`src/hw/rtl/assert_macros.svh`:
```
// assertion macros shared by the flight phase sequencer rtl
// every macro expects clk_i and rst_ni in the scope of the caller
`ifndef ASSERT_MACROS_SVH
`define ASSERT_MACROS_SVH

// same-cycle implication, disabled while in reset
`define FPS_ASSERT_NOW(lbl, ante, cons, msg) \
  lbl: assert property (@(posedge clk_i) disable iff (!rst_ni) (ante) |-> (cons)) \
    else $error(msg);

// next-cycle implication, disabled while in reset
`define FPS_ASSERT_NEXT(lbl, ante, cons, msg) \
  lbl: assert property (@(posedge clk_i) disable iff (!rst_ni) (ante) |=> (cons)) \
    else $error(msg);

`endif

```
`src/hw/rtl/fps_pkg.sv`:
```
// types, codes and interval tables of the flight phase sequencer
// used by fps_cfg, fps_step and flight_phase_sequencer
package fps_pkg;

  // width of the wrapping millisecond time
  localparam int unsigned TIME_BITS = 32;
  localparam int unsigned IVL_W     = 11;

  // flight phase codes
  localparam logic [2:0] PH_IDLE    = 3'd0;
  localparam logic [2:0] PH_ARMED   = 3'd1;
  localparam logic [2:0] PH_POWERED = 3'd2;
  localparam logic [2:0] PH_COAST   = 3'd3;
  localparam logic [2:0] PH_DESCENT = 3'd4;
  localparam logic [2:0] PH_CHUTE   = 3'd5;
  localparam logic [2:0] PH_LANDED  = 3'd6;

  // ground command codes
  localparam logic [7:0] CMD_ARM      = 8'd108;
  localparam logic [7:0] CMD_ZERO_ATT = 8'd109;
  localparam logic [7:0] CMD_BARO_CAL = 8'd98;
  localparam logic [7:0] CMD_RESTART  = 8'd116;
  localparam logic [7:0] CMD_BEEP     = 8'd119;
  localparam logic [7:0] CMD_SERIAL   = 8'd115;

  // register indexes on the config port
  localparam logic [2:0] REG_LIFTOFF_ACCEL = 3'd0;
  localparam logic [2:0] REG_BURNOUT_ACCEL = 3'd1;
  localparam logic [2:0] REG_APOGEE_VEL    = 3'd2;
  localparam logic [2:0] REG_CHUTE_ACCEL   = 3'd3;
  localparam logic [2:0] REG_LANDING_VEL   = 3'd4;
  localparam logic [2:0] REG_CONFIRM_LIMIT = 3'd5;
  localparam logic [2:0] REG_DETECT_GAP    = 3'd6;

  localparam int unsigned PADDR_W = 5;

  typedef struct packed {
    logic        [23:0] liftoff_accel;
    logic        [23:0] burnout_accel;
    logic signed [23:0] apogee_vel;
    logic        [23:0] chute_accel;
    logic signed [23:0] landing_vel;
    logic        [3:0]  confirm_limit;
    logic        [15:0] detect_gap_ms;
  } cfg_t;

  typedef struct packed {
    logic [2:0] phase;
    logic [4:0] tally_now;
    logic       take_sample;
    logic       send_telemetry;
    logic       send_serial;
    logic       serial_active;
    logic       restart_req;
    logic       zero_attitude_req;
    logic       baro_cal_req;
    logic       beep_req;
  } res_t;

  typedef struct packed {
    logic [IVL_W-1:0] telem;
    logic [IVL_W-1:0] sample;
    logic [IVL_W-1:0] serial;
  } ivl_t;

  // interval table by phase, in ms
  function automatic ivl_t phase_ivl(input logic [2:0] ph);
    ivl_t r;
    case (ph)
      PH_IDLE:    r = '{telem: 11'd1000, sample: 11'd100, serial: 11'd200};
      PH_ARMED:   r = '{telem: 11'd50,   sample: 11'd20,  serial: 11'd100};
      PH_POWERED,
      PH_COAST,
      PH_DESCENT,
      PH_CHUTE:   r = '{telem: 11'd20,   sample: 11'd20,  serial: 11'd100};
      default:    r = '{telem: 11'd20,   sample: 11'd100, serial: 11'd200};
    endcase
    return r;
  endfunction

endpackage

```
`src/hw/rtl/fps_cfg.sv`:
```
// threshold registers of the flight phase sequencer behind an apb-style port
// depends on fps_pkg
module fps_cfg (
  input  logic                         clk_i,
  input  logic                         rst_ni,
  input  logic                         psel,
  input  logic                         penable,
  input  logic                         pwrite,
  input  logic [fps_pkg::PADDR_W-1:0]  paddr,
  input  logic [31:0]                  pwdata,
  output logic [31:0]                  prdata,
  output logic                         pready,
  output fps_pkg::cfg_t                cfg_o
);
  import fps_pkg::*;

  cfg_t       cfg_q, cfg_d;
  logic       wr_en;
  logic [2:0] reg_idx;

  assign pready  = 1'b1;
  assign wr_en   = psel & penable & pwrite;
  assign reg_idx = paddr[PADDR_W-1:2];

  // register write decode
  always_comb begin
    cfg_d = cfg_q;
    if (wr_en) begin
      case (reg_idx)
        REG_LIFTOFF_ACCEL: cfg_d.liftoff_accel = pwdata[23:0];
        REG_BURNOUT_ACCEL: cfg_d.burnout_accel = pwdata[23:0];
        REG_APOGEE_VEL:    cfg_d.apogee_vel    = pwdata[23:0];
        REG_CHUTE_ACCEL:   cfg_d.chute_accel   = pwdata[23:0];
        REG_LANDING_VEL:   cfg_d.landing_vel   = pwdata[23:0];
        REG_CONFIRM_LIMIT: cfg_d.confirm_limit = pwdata[3:0];
        REG_DETECT_GAP:    cfg_d.detect_gap_ms = pwdata[15:0];
        default:           cfg_d = cfg_q;
      endcase
    end
  end

  always_ff @(posedge clk_i or negedge rst_ni) begin
    if (!rst_ni) begin
      cfg_q.liftoff_accel <= 24'd5120;
      cfg_q.burnout_accel <= 24'd512;
      cfg_q.apogee_vel    <= 24'sd1280;
      cfg_q.chute_accel   <= 24'd1536;
      cfg_q.landing_vel   <= 24'sd768;
      cfg_q.confirm_limit <= 4'd4;
      cfg_q.detect_gap_ms <= 16'd100;
    end else begin
      cfg_q <= cfg_d;
    end
  end

  // read mux, raw register bits
  always_comb begin
    case (reg_idx)
      REG_LIFTOFF_ACCEL: prdata = {8'd0, cfg_q.liftoff_accel};
      REG_BURNOUT_ACCEL: prdata = {8'd0, cfg_q.burnout_accel};
      REG_APOGEE_VEL:    prdata = {8'd0, cfg_q.apogee_vel};
      REG_CHUTE_ACCEL:   prdata = {8'd0, cfg_q.chute_accel};
      REG_LANDING_VEL:   prdata = {8'd0, cfg_q.landing_vel};
      REG_CONFIRM_LIMIT: prdata = {28'd0, cfg_q.confirm_limit};
      REG_DETECT_GAP:    prdata = {16'd0, cfg_q.detect_gap_ms};
      default:           prdata = '0;
    endcase
  end

  assign cfg_o = cfg_q;

endmodule

```
`src/hw/rtl/fps_step.sv`:
```
// one control loop pass: timer strobes, commands and phase debounce
// holds the sequencer state; depends on fps_pkg and assert_macros.svh
`include "assert_macros.svh"

module fps_step (
  input  logic                          clk_i,
  input  logic                          rst_ni,
  input  logic                          step_en_i,
  input  logic [fps_pkg::TIME_BITS-1:0] time_ms_i,
  input  logic [23:0]                   accel_mag_i,
  input  logic signed [23:0]            vert_vel_i,
  input  logic [7:0]                    command_i,
  input  fps_pkg::cfg_t                 cfg_i,
  output fps_pkg::res_t                 res_o
);
  import fps_pkg::*;

  logic [2:0]            phase_q, phase_d, phase_cmd;
  logic [4:0]            tally_q, tally_d;
  logic                  serial_en_q, serial_en_d;
  logic [TIME_BITS-1:0]  sample_mark_q, sample_mark_d;
  logic [TIME_BITS-1:0]  telem_mark_q, telem_mark_d;
  logic [TIME_BITS-1:0]  serial_mark_q, serial_mark_d;
  logic [TIME_BITS-1:0]  last_time_q;
  logic [23:0]           held_accel_q, held_accel_d;
  logic signed [23:0]    held_vel_q, held_vel_d;
  logic [TIME_BITS-1:0]  dt_sample, dt_telem, dt_serial, dt_gap;
  ivl_t                  ivl;
  logic                  smp, tel, ser;
  logic                  zat, bcal, rst_req, beep;
  logic                  gap_ok, cond, run;
  logic [4:0]            limit;

  // wrapped time since each mark
  assign ivl       = phase_ivl(phase_q);
  assign dt_sample = time_ms_i - sample_mark_q;
  assign dt_telem  = time_ms_i - telem_mark_q;
  assign dt_serial = time_ms_i - serial_mark_q;
  assign dt_gap    = time_ms_i - last_time_q;

  // timer strobes, phase at start of pass
  assign smp    = dt_sample > TIME_BITS'(ivl.sample);
  assign ser    = (dt_serial > TIME_BITS'(ivl.serial)) & serial_en_q;
  assign tel    = dt_telem > TIME_BITS'(ivl.telem);
  assign gap_ok = dt_gap < TIME_BITS'(cfg_i.detect_gap_ms);

  assign sample_mark_d = smp ? time_ms_i : sample_mark_q;
  assign serial_mark_d = ser ? time_ms_i : serial_mark_q;
  assign telem_mark_d  = tel ? time_ms_i : telem_mark_q;
  assign held_accel_d  = smp ? accel_mag_i : held_accel_q;
  assign held_vel_d    = smp ? vert_vel_i : held_vel_q;

  // command decode
  always_comb begin
    phase_cmd   = phase_q;
    serial_en_d = serial_en_q;
    zat         = 1'b0;
    bcal        = 1'b0;
    rst_req     = 1'b0;
    beep        = 1'b0;
    case (command_i)
      CMD_ARM:      phase_cmd   = PH_ARMED;
      CMD_ZERO_ATT: zat         = 1'b1;
      CMD_BARO_CAL: bcal        = 1'b1;
      CMD_RESTART:  rst_req     = 1'b1;
      CMD_BEEP:     beep        = 1'b1;
      CMD_SERIAL:   serial_en_d = ~serial_en_q;
      default:      phase_cmd   = phase_q;
    endcase
  end

  // detection condition for the phase after the command
  always_comb begin
    case (phase_cmd)
      PH_ARMED:   cond = held_accel_d > cfg_i.liftoff_accel;
      PH_POWERED: cond = held_accel_d < cfg_i.burnout_accel;
      PH_COAST:   cond = $signed(held_vel_d) < $signed(cfg_i.apogee_vel);
      PH_DESCENT: cond = held_accel_d > cfg_i.chute_accel;
      PH_CHUTE:   cond = $signed(held_vel_d) > $signed(cfg_i.landing_vel);
      default:    cond = 1'b0;
    endcase
  end

  assign run   = gap_ok & (phase_cmd >= PH_ARMED) & (phase_cmd <= PH_CHUTE);
  assign limit = {1'b0, cfg_i.confirm_limit};

  // debounce tally
  always_comb begin
    phase_d = phase_cmd;
    tally_d = tally_q;
    if (run) begin
      if (cond && (tally_q <= limit)) begin
        tally_d = tally_q + 5'd1;
      end else if (tally_q >= limit) begin
        phase_d = phase_cmd + 3'd1;
        tally_d = '0;
      end else begin
        tally_d = '0;
      end
    end
  end

  always_ff @(posedge clk_i or negedge rst_ni) begin
    if (!rst_ni) begin
      phase_q       <= PH_IDLE;
      tally_q       <= 5'd1;
      serial_en_q   <= 1'b0;
      sample_mark_q <= '0;
      telem_mark_q  <= '0;
      serial_mark_q <= '0;
      last_time_q   <= '0;
      held_accel_q  <= '0;
      held_vel_q    <= '0;
    end else if (step_en_i) begin
      phase_q       <= phase_d;
      tally_q       <= tally_d;
      serial_en_q   <= serial_en_d;
      sample_mark_q <= sample_mark_d;
      telem_mark_q  <= telem_mark_d;
      serial_mark_q <= serial_mark_d;
      last_time_q   <= time_ms_i;
      held_accel_q  <= held_accel_d;
      held_vel_q    <= held_vel_d;
    end
  end

  // result of this pass
  assign res_o = '{
    phase:             phase_d,
    tally_now:         tally_d,
    take_sample:       smp,
    send_telemetry:    tel,
    send_serial:       ser,
    serial_active:     serial_en_d,
    restart_req:       rst_req,
    zero_attitude_req: zat,
    baro_cal_req:      bcal,
    beep_req:          beep
  };

  // detection moves the phase by one step only, arming aside
  `FPS_ASSERT_NOW(a_phase_step, step_en_i && command_i != CMD_ARM && phase_d != phase_q,
    phase_d == phase_q + 3'd1, "phase jumped by more than one step")
  // serial strobe depends on the enable held before this pass
  `FPS_ASSERT_NEXT(a_serial_mark, step_en_i && !ser,
    $stable(serial_mark_q), "serial mark moved without a strobe")
  // tally never passes the largest limit plus one
  `FPS_ASSERT_NOW(a_tally_bound, 1'b1, tally_q <= 5'd16, "tally out of range")

endmodule

```
`src/hw/rtl/flight_phase_sequencer.sv`:
```
// top level of the flight phase sequencer: item register, pass logic, result register
// depends on fps_pkg, fps_cfg, fps_step and assert_macros.svh
//
// usage
//   one input item is one pass of the control loop: time, acceleration,
//   vertical velocity and a ground command byte. each item gives exactly one
//   result item: phase, tally, timer strobes, serial enable and request flags.
//   both channels use valid and stall; an item moves at a clock edge where
//   valid is high and stall is low.
//   an item is captured in the input register; the pass logic reads it there
//   and, once the result register is free, writes the state and the result
//   register, where out_valid_o rises. throughput is one item per cycle while
//   the receiver does not stall, set by the single state update per pass.
//   while the receiver stalls, the held result stays put and one more item
//   waits in the input register; only then does in_stall_o go high.
//   reset clears the phase to idle, the tally to one, the marks, the serial
//   enable and both registers, and loads the default thresholds. the user must
//   write thresholds on the apb-style port while no item is in flight; not enforced.
`include "assert_macros.svh"

module flight_phase_sequencer (
  input  logic                          clk_i,
  input  logic                          rst_ni,
  // config port
  input  logic                          psel,
  input  logic                          penable,
  input  logic                          pwrite,
  input  logic [fps_pkg::PADDR_W-1:0]   paddr,
  input  logic [31:0]                   pwdata,
  output logic [31:0]                   prdata,
  output logic                          pready,
  // input items
  input  logic                          in_valid_i,
  output logic                          in_stall_o,
  input  logic [fps_pkg::TIME_BITS-1:0] time_ms_i,
  input  logic [23:0]                   accel_mag_i,
  input  logic signed [23:0]            vert_vel_i,
  input  logic [7:0]                    command_i,
  // result items
  output logic                          out_valid_o,
  input  logic                          out_stall_i,
  output logic [2:0]                    phase_o,
  output logic [4:0]                    tally_now_o,
  output logic                          take_sample_o,
  output logic                          send_telemetry_o,
  output logic                          send_serial_o,
  output logic                          serial_active_o,
  output logic                          restart_req_o,
  output logic                          zero_attitude_req_o,
  output logic                          baro_cal_req_o,
  output logic                          beep_req_o
);
  import fps_pkg::*;

  cfg_t                  cfg;
  res_t                  res, res_q;
  logic                  in_valid_q, out_valid_q;
  logic [TIME_BITS-1:0]  time_q;
  logic [23:0]           accel_q;
  logic signed [23:0]    vel_q;
  logic [7:0]            cmd_q;
  logic                  out_ready, step_en;

  fps_cfg u_cfg (
    .clk_i   (clk_i),
    .rst_ni  (rst_ni),
    .psel    (psel),
    .penable (penable),
    .pwrite  (pwrite),
    .paddr   (paddr),
    .pwdata  (pwdata),
    .prdata  (prdata),
    .pready  (pready),
    .cfg_o   (cfg)
  );

  // handshake between the two registers
  assign out_ready  = ~out_valid_q | ~out_stall_i;
  assign step_en    = in_valid_q & out_ready;
  assign in_stall_o = in_valid_q & ~out_ready;

  // input register
  always_ff @(posedge clk_i or negedge rst_ni) begin
    if (!rst_ni) begin
      in_valid_q <= 1'b0;
    end else if (!in_stall_o) begin
      in_valid_q <= in_valid_i;
    end
  end

  always_ff @(posedge clk_i) begin
    if (in_valid_i && !in_stall_o) begin
      time_q  <= time_ms_i;
      accel_q <= accel_mag_i;
      vel_q   <= vert_vel_i;
      cmd_q   <= command_i;
    end
  end

  fps_step u_step (
    .clk_i       (clk_i),
    .rst_ni      (rst_ni),
    .step_en_i   (step_en),
    .time_ms_i   (time_q),
    .accel_mag_i (accel_q),
    .vert_vel_i  (vel_q),
    .command_i   (cmd_q),
    .cfg_i       (cfg),
    .res_o       (res)
  );

  // result register
  always_ff @(posedge clk_i or negedge rst_ni) begin
    if (!rst_ni) begin
      out_valid_q <= 1'b0;
    end else if (out_ready) begin
      out_valid_q <= in_valid_q;
    end
  end

  always_ff @(posedge clk_i) begin
    if (step_en) begin
      res_q <= res;
    end
  end

  assign out_valid_o         = out_valid_q;
  assign phase_o             = res_q.phase;
  assign tally_now_o         = res_q.tally_now;
  assign take_sample_o       = res_q.take_sample;
  assign send_telemetry_o    = res_q.send_telemetry;
  assign send_serial_o       = res_q.send_serial;
  assign serial_active_o     = res_q.serial_active;
  assign restart_req_o       = res_q.restart_req;
  assign zero_attitude_req_o = res_q.zero_attitude_req;
  assign baro_cal_req_o      = res_q.baro_cal_req;
  assign beep_req_o          = res_q.beep_req;

  // a held result is not overwritten
  `FPS_ASSERT_NEXT(a_hold_result, out_valid_q && out_stall_i,
    out_valid_q && $stable(res_q), "stalled result changed")
  // one command raises at most one request flag
  `FPS_ASSERT_NOW(a_one_request, out_valid_q,
    $onehot0({res_q.restart_req, res_q.zero_attitude_req, res_q.baro_cal_req, res_q.beep_req}),
    "more than one request flag")
  // input side stalls only with both registers full
  `FPS_ASSERT_NOW(a_stall_full, in_stall_o, in_valid_q && out_valid_q,
    "stall without a full pipeline")

endmodule

```
`config.mk`:
```
export PLATFORM = sky130hd
export DESIGN_NAME = flight_phase_sequencer
export DESIGN_NICKNAME = d
export VERILOG_FILES = /design/src/hw/rtl/fps_pkg.sv /design/src/hw/rtl/fps_cfg.sv /design/src/hw/rtl/fps_step.sv /design/src/hw/rtl/flight_phase_sequencer.sv
export VERILOG_INCLUDE_DIRS = /design/src /design/src/hw/rtl
export SDC_FILE = /design/constraint.sdc
export NUM_CORES = 1
export LEC_CHECK = 0
export ABC_AREA = 0
export BUFFER_PORTS_ARGS = -buffer_cell sky130_fd_sc_hd__buf_2
export CAP_MARGIN = 5
export CELL_PAD_IN_SITES_DETAIL_PLACEMENT = 1
export CELL_PAD_IN_SITES_GLOBAL_PLACEMENT = 1
export CORE_UTILIZATION = 35
export CTS_BUF_LIST = sky130_fd_sc_hd__clkbuf_16
export CTS_CLUSTER_DIAMETER = 100
export DETAILED_ROUTE_END_ITERATION = 16
export PLACE_DENSITY_LB_ADDON = 0.1
export SYNTH_ARGS = -nofsm -noshare
export SYNTH_HDL_FRONTEND = slang
export SYNTH_SLANG_ARGS = --single-unit
```
`constraint.sdc`:
```
create_clock -name clk_i -period 22.6 [get_ports clk_i]
set_clock_uncertainty 0.1 [all_clocks]
set_input_delay 0 -clock clk_i [delete_from_list [all_inputs] [get_ports clk_i]]
set_output_delay 0 -clock clk_i [all_outputs]
set_load 0.005 [all_outputs]
```
### After elaboration in Yosys (flattened, before gate mapping)

Cells that the tools add are included.
Widths: inputs -> output; s select.

| operators by class | value |
|---|---|
| $add $sub $neg | 6 |
| $mul | 0 |
| divide/modulo/power cells | 0 |
| magnitude comparators | 13 |
| equal/unequal tests | 22 |
| shift-type cells | 0 |
| mux-type cells | 16 |
| bitwise gates (word level) | 12 |
| reductions and logical operators | 16 |

Operator list:

| cell | count |
|---|---|
| $pmux 24 s7 | 1 |
| $sub 32x32->32 | 4 |
| $pmux 32 s3 | 1 |
| $gt 24x24->1 | 3 |
| $gt 32x11->1 | 2 |
| $eq 8x7->1 const B | 6 |
| $lt 24x24->1 | 2 |
| $mux 24 | 2 |
| $gt 32x10->1 | 1 |
| $lt 32x16->1 | 1 |
| $eq 3x3->1 const B | 7 |
| $reduce_and 2->1 | 10 |
| $eq 3x2->1 const B | 6 |
| $mux 3 | 4 |
| $mux 5 | 2 |
| $eq 3x1->1 const B | 3 |
| $and 1x1->1 | 7 |
| $logic_not 3->1 | 2 |
| $add 5x1->5 const B | 1 |
| $ge 5x4->1 | 1 |
| $le 5x4->1 | 1 |
| $mux 1 | 5 |
| $pmux 1 s5 | 1 |
| $not 1->1 | 4 |
| 7 further kinds | 8 |

| storage, ports and cells | value |
|---|---|
| register bits after elaboration | 431 |
| bits in latches | 0 |
| bits in writable memories | 0 |
| bits in read-only memories | 0 |
| input port bits | 132 |
| output and inout port bits | 51 |
| logic and storage cells | 117 |
| memories kept | 0 |

### Longest topological paths before layout

Gate-level depths: netlist of run 1.

| logic depth | value |
|---|---|
| depth in word-level cells | 10 |
| mapped depth | 35 |
| mapped depth without buffers | 31 |

### Cells and area by module

A second synthesis of run 1 with hierarchy kept.

| unflattened totals | value |
|---|---|
| cells, all modules | 2,928 |
| area total of the unflattened synthesis | 29,509.6 µm² |

Modules (own cells, without submodules):

| module | times used | cells each | area each (µm²) | seq. area each (µm²) |
|---|---|---|---|---|
| fps_step | 1 | 2,349 | 19,686.4 | 4,630.7 |
| fps_cfg | 1 | 467 | 6,607.6 | 3,519.6 |
| flight_phase_sequencer | 1 | 112 | 3,215.6 | 3,173.0 |

### Least setup slack after synthesis of run 1

Ideal clock, no wire load.

| timing | value |
|---|---|
| kind | register to register |
| from | register time_q[1] |
| to | register u_step.phase_q[1] |
| library setup time | 0.126 ns |
| arrival | 7.204 ns |
| required time | 22.374 ns |
| slack | 15.170 ns |
| cell stages (with the launch flop) | 33 |
| buffers on the path | 3 |
| period minus slack after synthesis | 7.430 ns |
| cell sequence | edfxtp_1 -> inv_1 -> fa_1 -> nand2b_1 -> a211oi_1 -> nor2_1 -> xnor2_1 -> ha_1 -> a21oi_1 -> nand2_1 -> o21ai_0 -> a2bb2oi_1 -> a2111oi_0 -> nand4b_1 -> nor4_1 -> nand4b_1 -> or4_1 -> buf_2 -> buf_1 -> mux2_2 -> ha_1 -> a2111oi_0 -> nand2_1 -> nor3_1 -> o311a_1 -> nor2_1 -> o311ai_0 -> o2111ai_1 -> o221ai_1 -> mux2i_4 -> and3_1 -> buf_2 -> a311o_1 |

| on the way | value |
|---|---|
| cells in the longest elaborated chain, start to end | 8 |
| elaborated cells between the ends (all ways) | 17 |
| classes of those cells | add/sub (2); order compare (7); mux (5); bitwise (2); reduce/logical (1) |

RTL lines:

| element | line | text |
|---|---|---|
| from (decl) | flight_phase_sequencer.sv:58 | `logic [TIME_BITS-1:0] time_q;` |
| from (signal assigned) | flight_phase_sequencer.sv:93 | `time_q <= time_ms_i;` |
| $sub 32x32->32 (*) | fps_step.sv:36 | `assign dt_sample = time_ms_i - sample_mark_q;` |
| $gt 32x11->1 (*) | fps_step.sv:42 | `assign smp = dt_sample > TIME_BITS'(ivl.sample);` |
| $mux 24 (*) | fps_step.sv:51 | `assign held_vel_d = smp ? vert_vel_i : held_vel_q;` |
| net u_step.held_vel_d[5] | fps_step.sv:26 | `logic signed [23:0] held_vel_q, held_vel_d;` |
| $gt 24x24->1 / $lt 24x24->1 (equally long branches) | fps_step.sv:79, fps_step.sv:77 |  |
| $pmux 1 s5 (*) | fps_step.sv:74 | `case (phase_cmd)` |
| $logic_and 1x1->1 (*) | fps_step.sv:92 | `if (cond && (tally_q <= limit)) begin` |
| $mux 3 (*) | fps_step.sv:92 |  |
| $mux 3 (*) | fps_step.sv:91 | `if (run) begin` |
| to (signal assigned) | fps_step.sv:115 | `phase_q <= phase_d;` |
| to (decl) | fps_step.sv:18 | `logic [2:0] phase_q, phase_d, phase_cmd;` |

The timed path passes the listed nets; every way through them passes the cells marked *.
A chain may end at the register's enable or synchronous reset.

==> results of run 1 <==
[stage by stage]
step | power (mW) | instances | hold WS, ns | utilization [%] | setup slack (ns)
6_report | 3.20 | 4603 | 0.0878 | 42.9 | 11.89
3_3_place_gp | 2.19 | 4284 | -0.0123 | 38.0 | 12.21
3_5_place_dp | 2.23 | 4284 | 0.0123 | 38.0 | 12.06
4_1_cts | 3.21 | 4602 | 0.0548 | 42.9 | 12.05
5_1_grt | 3.41 | 4602 | 0.104 | 42.9 | 11.50
2_1_floorplan | 1.85 | 3116 | -0.396 | - | 15.17
[per-layer routing]
layer  vias to the layer above  routed length (um)  GRT usage, %
met3                       127                6200          4.63
met4                         2                2250          5.64
met5                         -                  12             0
li1                      11933                   -             -
met1                     12700               52200          36.6
met2                       565               44200          36.7
[tightest hold or removal path: stages]
cell and delay, ns:
dlygate4sd3_1 0.51, buf_2 0.16, nand2_1 0.06, o21ai_0 0.06
[state kept, by name, indices dropped and copies added, names as in the netlist, 3 cells and up]
signal / flops
u_step.serial_mark_q: 32
cmd_q: 8
u_step.phase_q: 3
accel_q: 24
u_step.sample_mark_q: 32
u_step.telem_mark_q: 32
u_cfg.cfg_o: 140
u_step.held_accel_q: 24
u_step.last_time_q: 32
time_q: 32
vel_q: 24
phase_o: 3
u_step.held_vel_q: 24
tally_now_o: 5
u_step.tally_q: 5
[worst min-delay path by stage]
stage | endpoint | cells past startpoint | startpoint
after floorplan | in_valid_q | 0 | rst_ni
after global placement | u_step.held_accel_q[11] | 1 | rst_ni
after detailed placement | u_step.held_accel_q[11] | 1 | rst_ni
after CTS | u_cfg.cfg_o[38] | 4 | pwdata[18]
after global routing | out_valid_o | 4 | out_stall_i
final | u_cfg.cfg_o[38] | 4 | pwdata[18]
[area by class of cell]
class                      count  area (um^2)  area share [%]
clock buffer                  56         1400            3.96
antenna                        1         2.50         0.00706
multi-input combinational   2258        16300            46.1
timing repair buffer         426         3360            9.48
sequential                   431        11300            32.0
clock inverter                46          493            1.39
tap                         1070         1340            3.78
inverter                     315         1180            3.34
[kinds of logic after synthesis]
group	Yosys count	share of synthesized area, %
buffers and inverters	427	5.83
xor gates and xnor gates	59	1.76
muxes	250	9.70
adders and majority gates	289	12.4
and+or+nand+nor	845	14.0
other	2	0.0256
AOI/OAI and AO/OA	806	17.6
DFF	431	38.6
[power groups by stage]
stage,Combinational (mW),Sequential (mW),Clock (mW)
finish,1.24,1.02,0.933
global route,1.39,1.04,0.986
CTS,1.24,1.02,0.954
detailed placement,1.20,1.03,0
global placement,1.17,1.03,0
floorplan,0.848,1.01,0
[what timing repair did]
item / 4_1_cts / 5_1_grt
hold buffers: 216 / 0
setup buffers: 0 / 0
endpoints found under the hold margin: 359 / 0
[cells in the final DEF, fill, tap and decap left out, drive strengths merged, types with 27 or more instances in the layout]
master / Yosys / final
a211oi: 27 / 27
a21o: 68 / 68
a21oi: 147 / 147
a31oi: 27 / 27
buf: 53 / 211
clkbuf: 59 / 56
dfrtp: 313 / 313
dlygate4sd3: 0 / 215
edfxtp: 104 / 104
ha: 285 / 285
inv: 314 / 325
mux2: 201 / 201
mux2i: 43 / 43
nand2: 311 / 311
nand2b: 44 / 44
nand3: 54 / 54
nand4: 48 / 48
nor2: 171 / 171
nor2b: 38 / 38
nor3: 51 / 51
o21a: 28 / 28
o21ai: 293 / 293
xnor2: 41 / 41
==> impl_metrics.env, run 1 <==
export IMPL_cts_root_buffer="clkbuf_16"
export IMPL_power_density_mw_per_mm2=90.2
export IMPL_rows=105
export IMPL_critical_path_arrival_ns=11.09
export IMPL_fmax_mhz=93.3
export IMPL_cts_buffers=54
export IMPL_die_area_mm2=0.0849
export IMPL_yosys_area_top_type="dfrtp_1"
export IMPL_reg2regPathDepth=32
export IMPL_pwr_share_seq_pct=31.9
export IMPL_start_util_pct=35.5
export IMPL_worstSetupPathType="register to register"
export IMPL_netlist_instances=3109
export IMPL_rsz0062_at_grt="no"
export IMPL_crit_top_cell="ha_1"
export IMPL_status="complete, no violations"
export IMPL_clock_path_buffers=3
export IMPL_placed_area_mm2=0.0314
export IMPL_ys_seq_area_share_pct=38.6
export IMPL_grt_usage_pct=24.6
export IMPL_irDropWorstVdd_mv=0.0566
export IMPL_antenna_found_initial=5
export IMPL_place_congestion=0.906
export IMPL_endpoint="phase_o[2]"
export IMPL_area_delta_synth_final_pct=20.9
export IMPL_vias_per_cell=5.50
export IMPL_port_buffers=163
export IMPL_grt_pass1_vias=26281
export IMPL_hold_class="input pin to register"
export IMPL_finalSetupViolCount=0
export IMPL_antenna_left=0
export IMPL_worstMarginPinSlew_ns=1.31
export IMPL_cp_max_fo=43
export IMPL_avgSynthCellArea_um2=9.42
export IMPL_path_clk_slew_ns=0.07
export IMPL_wirelength_um=105000
export IMPL_worst_setup_path_startpoint="time_q[0]"
export IMPL_grt_overflow=0
export IMPL_drc_errors=0
export IMPL_intPower_mw=2.00
export IMPL_first_iter_violations=1563
export IMPL_slew_limit_headroom_pct=12.7
export IMPL_synthDominantCellAreaShare_pct=26.7
export IMPL_p_sw_share_pct=37.6
export IMPL_fp_dieW_um=291
export IMPL_grt_pass1_wl_um=161000
export IMPL_critPathTopFamily="compound AO/OA/AOI/OAI gates"
export IMPL_stdcell_area_mm2=0.0354
export IMPL_synth_most_common_cell="inv_1"
export IMPL_synth_cell_types=92
export IMPL_grt_max_degree=86
export IMPL_syn_area_mm2=0.0293
export IMPL_setup_worst_path_end_class="register"
export IMPL_p_comb_share_pct=38.9
export IMPL_cp_required_ns=22.98
export IMPL_cts_sinks=431
export IMPL_coreArea_mm2=0.0825
export IMPL_die_height_um=291
export IMPL_synthArstFlopShare_pct=75.9
export IMPL_r2r_slack_ns=11.89
export IMPL_cp_depth=32
export IMPL_max_cap_violations=0
export IMPL_p_leak_nw=15.9
export IMPL_startpoint_type="register"
export IMPL_htreeDepth=2
export IMPL_synth_area_top_cells="dfrtp_1 (27%), ha_1 (12%), edfxtp_1 (11%)"
export IMPL_crit_buf_inv=2
export IMPL_switching_power_mw=1.20
export IMPL_io_pins=183
export IMPL_synthFlopType="dfrtp_1"
export IMPL_clk_latency_ns=0.64
export IMPL_nFillCells=9372
export IMPL_first_pass_iters=6
export IMPL_cts_resized=0
export IMPL_synth_edf_count=104
export IMPL_cp_slowest_stage_delay_ns=0.81
export IMPL_cts_tree="built"
export IMPL_slew_violations=0
export IMPL_power_frac_clock_pct=29.2
export IMPL_fin_nets=3907
export IMPL_reg2reg_from="time_q[0]"
export IMPL_min_period_ns=10.71
export IMPL_r2r_end="phase_o[2]"
export IMPL_fin_crit_sh_pct=47.4
export IMPL_wl_per_cell_um=22.8
export IMPL_ys_warn_count=0
export IMPL_drive_above_1_share_pct=15.9
export IMPL_hold_viol_final=0
export IMPL_synthTopCellsByCount="inv_1 (314), dfrtp_1 (313), nand2_1 (309)"
export IMPL_finalSetupTns_ns=0
export IMPL_vias=25327
export IMPL_synth_seq_cells=431
export IMPL_cp_slowest_cell="o31ai_1"
export IMPL_hpwl_um=77600
No activity file was read; power rests on OpenSTA's default activity.
==> run 2: changes to the inputs <==
Clock period 22.6 ns to 10.72 ns, I/O delays scaled along.
==> impl_metrics.env, run 2 (same netlist as run 1, synthesis figures left out) <==
export IMPL_status="complete, no violations"
export IMPL_wl_per_cell_um=23.1
export IMPL_cts_buffers=55
export IMPL_min_period_ns=9.58
export IMPL_hpwl_um=78900
export IMPL_setup_slack_ns=1.14
export IMPL_regArea_mm2=0.0113
export IMPL_hold_viol_final=0
export IMPL_largest_reg_flops=140
export IMPL_port_buffers=163
export IMPL_clock_path_buffers=3
export IMPL_die_height_um=291
export IMPL_setup_worst_path_end_class="register"
export IMPL_grt_usage_pct=24.9
export IMPL_nFillCells=9417
export IMPL_multi_input_area_mm2=0.0163
export IMPL_power_mw=6.75
export IMPL_fin_nets=3898
export IMPL_area_delta_synth_final_pct=20.6
export IMPL_first_pass_iters=5
export IMPL_fp_dieW_um=291
export IMPL_antenna_found_initial=6
export IMPL_grt_pass1_vias=26710
export IMPL_cts_sinks=431
export IMPL_io_pins=183
export IMPL_irDropWorstVdd_mv=0.140
export IMPL_crit_top_cell="ha_1"
export IMPL_htreeDepth=2
export IMPL_rows=105
export IMPL_hold_depth=2
export IMPL_rsz0062_at_grt="no"
export IMPL_vias=25329
export IMPL_worst_setup_path_startpoint="time_q[0]"
export IMPL_finalSetupTns_ns=0
export IMPL_fmax_mhz=104
export IMPL_slew_limit_headroom_pct=23.2
export IMPL_reg2reg_from="time_q[0]"
export IMPL_grt_max_degree=157
export IMPL_layout_common_cells="inv_1 (320), dfrtp_1 (313), nand2_1 (308)"
export IMPL_first_iter_violations=1270
export IMPL_die_area_mm2=0.0849
export IMPL_fin_cells=4596
export IMPL_grt_pass1_wl_um=163000
export IMPL_path_clk_slew_ns=0.06
export IMPL_cp_slowest_cell="or4_2"
export IMPL_slew_violations=0
export IMPL_cts_root_buffer="clkbuf_16"
export IMPL_cp_max_fo=27
export IMPL_p_leak_nw=15.9
export IMPL_place_congestion=0.913
export IMPL_wirelength_um=106000
export IMPL_cts_setup_buffers=0
export IMPL_max_cap_violations=0
export IMPL_cp_required_ns=10.97
export IMPL_final_common_cell="inv_1"
export IMPL_pre_cts_ws_ns=1.16
export IMPL_critical_path_arrival_ns=9.83
export IMPL_cp_depth=32
export IMPL_crit_buf_inv=2
export IMPL_stdcell_area_mm2=0.0353
export IMPL_clk_latency_ns=0.62
export IMPL_critPathTopFamily="compound AO/OA/AOI/OAI gates"
export IMPL_cts_tree="built"
export IMPL_finalSetupViolCount=0
export IMPL_holdBufCountCts=204
export IMPL_fin_crit_sh_pct=89.4
export IMPL_hold_class="input pin to register"
export IMPL_worstSetupPathType="register to register"
export IMPL_hp_start="time_ms_i[7]"
export IMPL_antenna_left=0
export IMPL_grt_overflow=0
export IMPL_drc_errors=0
export IMPL_coreArea_mm2=0.0825
export IMPL_reg2regPathDepth=32
export IMPL_vias_per_cell=5.51
export IMPL_dpl_cell_count=4286
export IMPL_start_util_pct=35.5
export IMPL_cts_resized=0
export IMPL_placed_area_mm2=0.0314
export IMPL_power_density_mw_per_mm2=191
export IMPL_r2r_slack_ns=1.14
export IMPL_worstMarginPinSlew_ns=1.15
export IMPL_cp_slowest_stage_delay_ns=0.96
export IMPL_startpoint_type="register"
export IMPL_drive_above_1_share_pct=16.1
## run 2: changes by cell type in the layout (fill, tap and decap cells not counted), sizes merged
cell / change
dlygate4sd3: -12
clkinvlp: +2
buf: +2
inv: -4
clkinv: +4
diode: +1
## run 2: where the power goes
| group | switching (mW) | internal (mW) |
|---|---|---|
| clock | 0.795 | 1.15 |
| sequential | 0.167 | 1.99 |
| combinational | 1.58 | 1.07 |
| total | 2.54 | 4.20 |
## run 2: final cells by class
| type | count | share of cell area, % |
|---|---|---|
| antenna | 2 | 0.0142 |
| clock buffer | 56 | 3.97 |
| clock inverter | 48 | 1.37 |
| inverter | 315 | 3.35 |
| multi-input combinational | 2258 | 46.2 |
| sequential | 431 | 32.0 |
| tap | 1070 | 3.79 |
| timing repair buffer | 416 | 9.26 |
## run 2: routing by layer
metal,routed length (um),track usage (%)
met5,0,0
met4,2300,6.21
met3,5860,4.99
met2,45200,37.5
met1,52700,36.3
## run 2: final timing paths
path / end
min in group asynchronous: u_cfg.cfg_o[8]
hold / removal: time_q[7]
setup / recovery: phase_o[2]
hold reg to reg: u_step.last_time_q[0]
max in group asynchronous: u_step.last_time_q[17]
setup reg to reg: phase_o[2]
## run 2: per-stage QoR
| step | hold WS (ns) | util (%) |
|---|---|---|
| global route | 0.00480 | 42.8 |
| global placement | 0.0506 | 38.0 |
| finish | 0.0156 | 42.8 |
| CTS | 0.000334 | 42.8 |
| floorplan | -0.396 | - |
| detailed placement | 0.0576 | 38.0 |
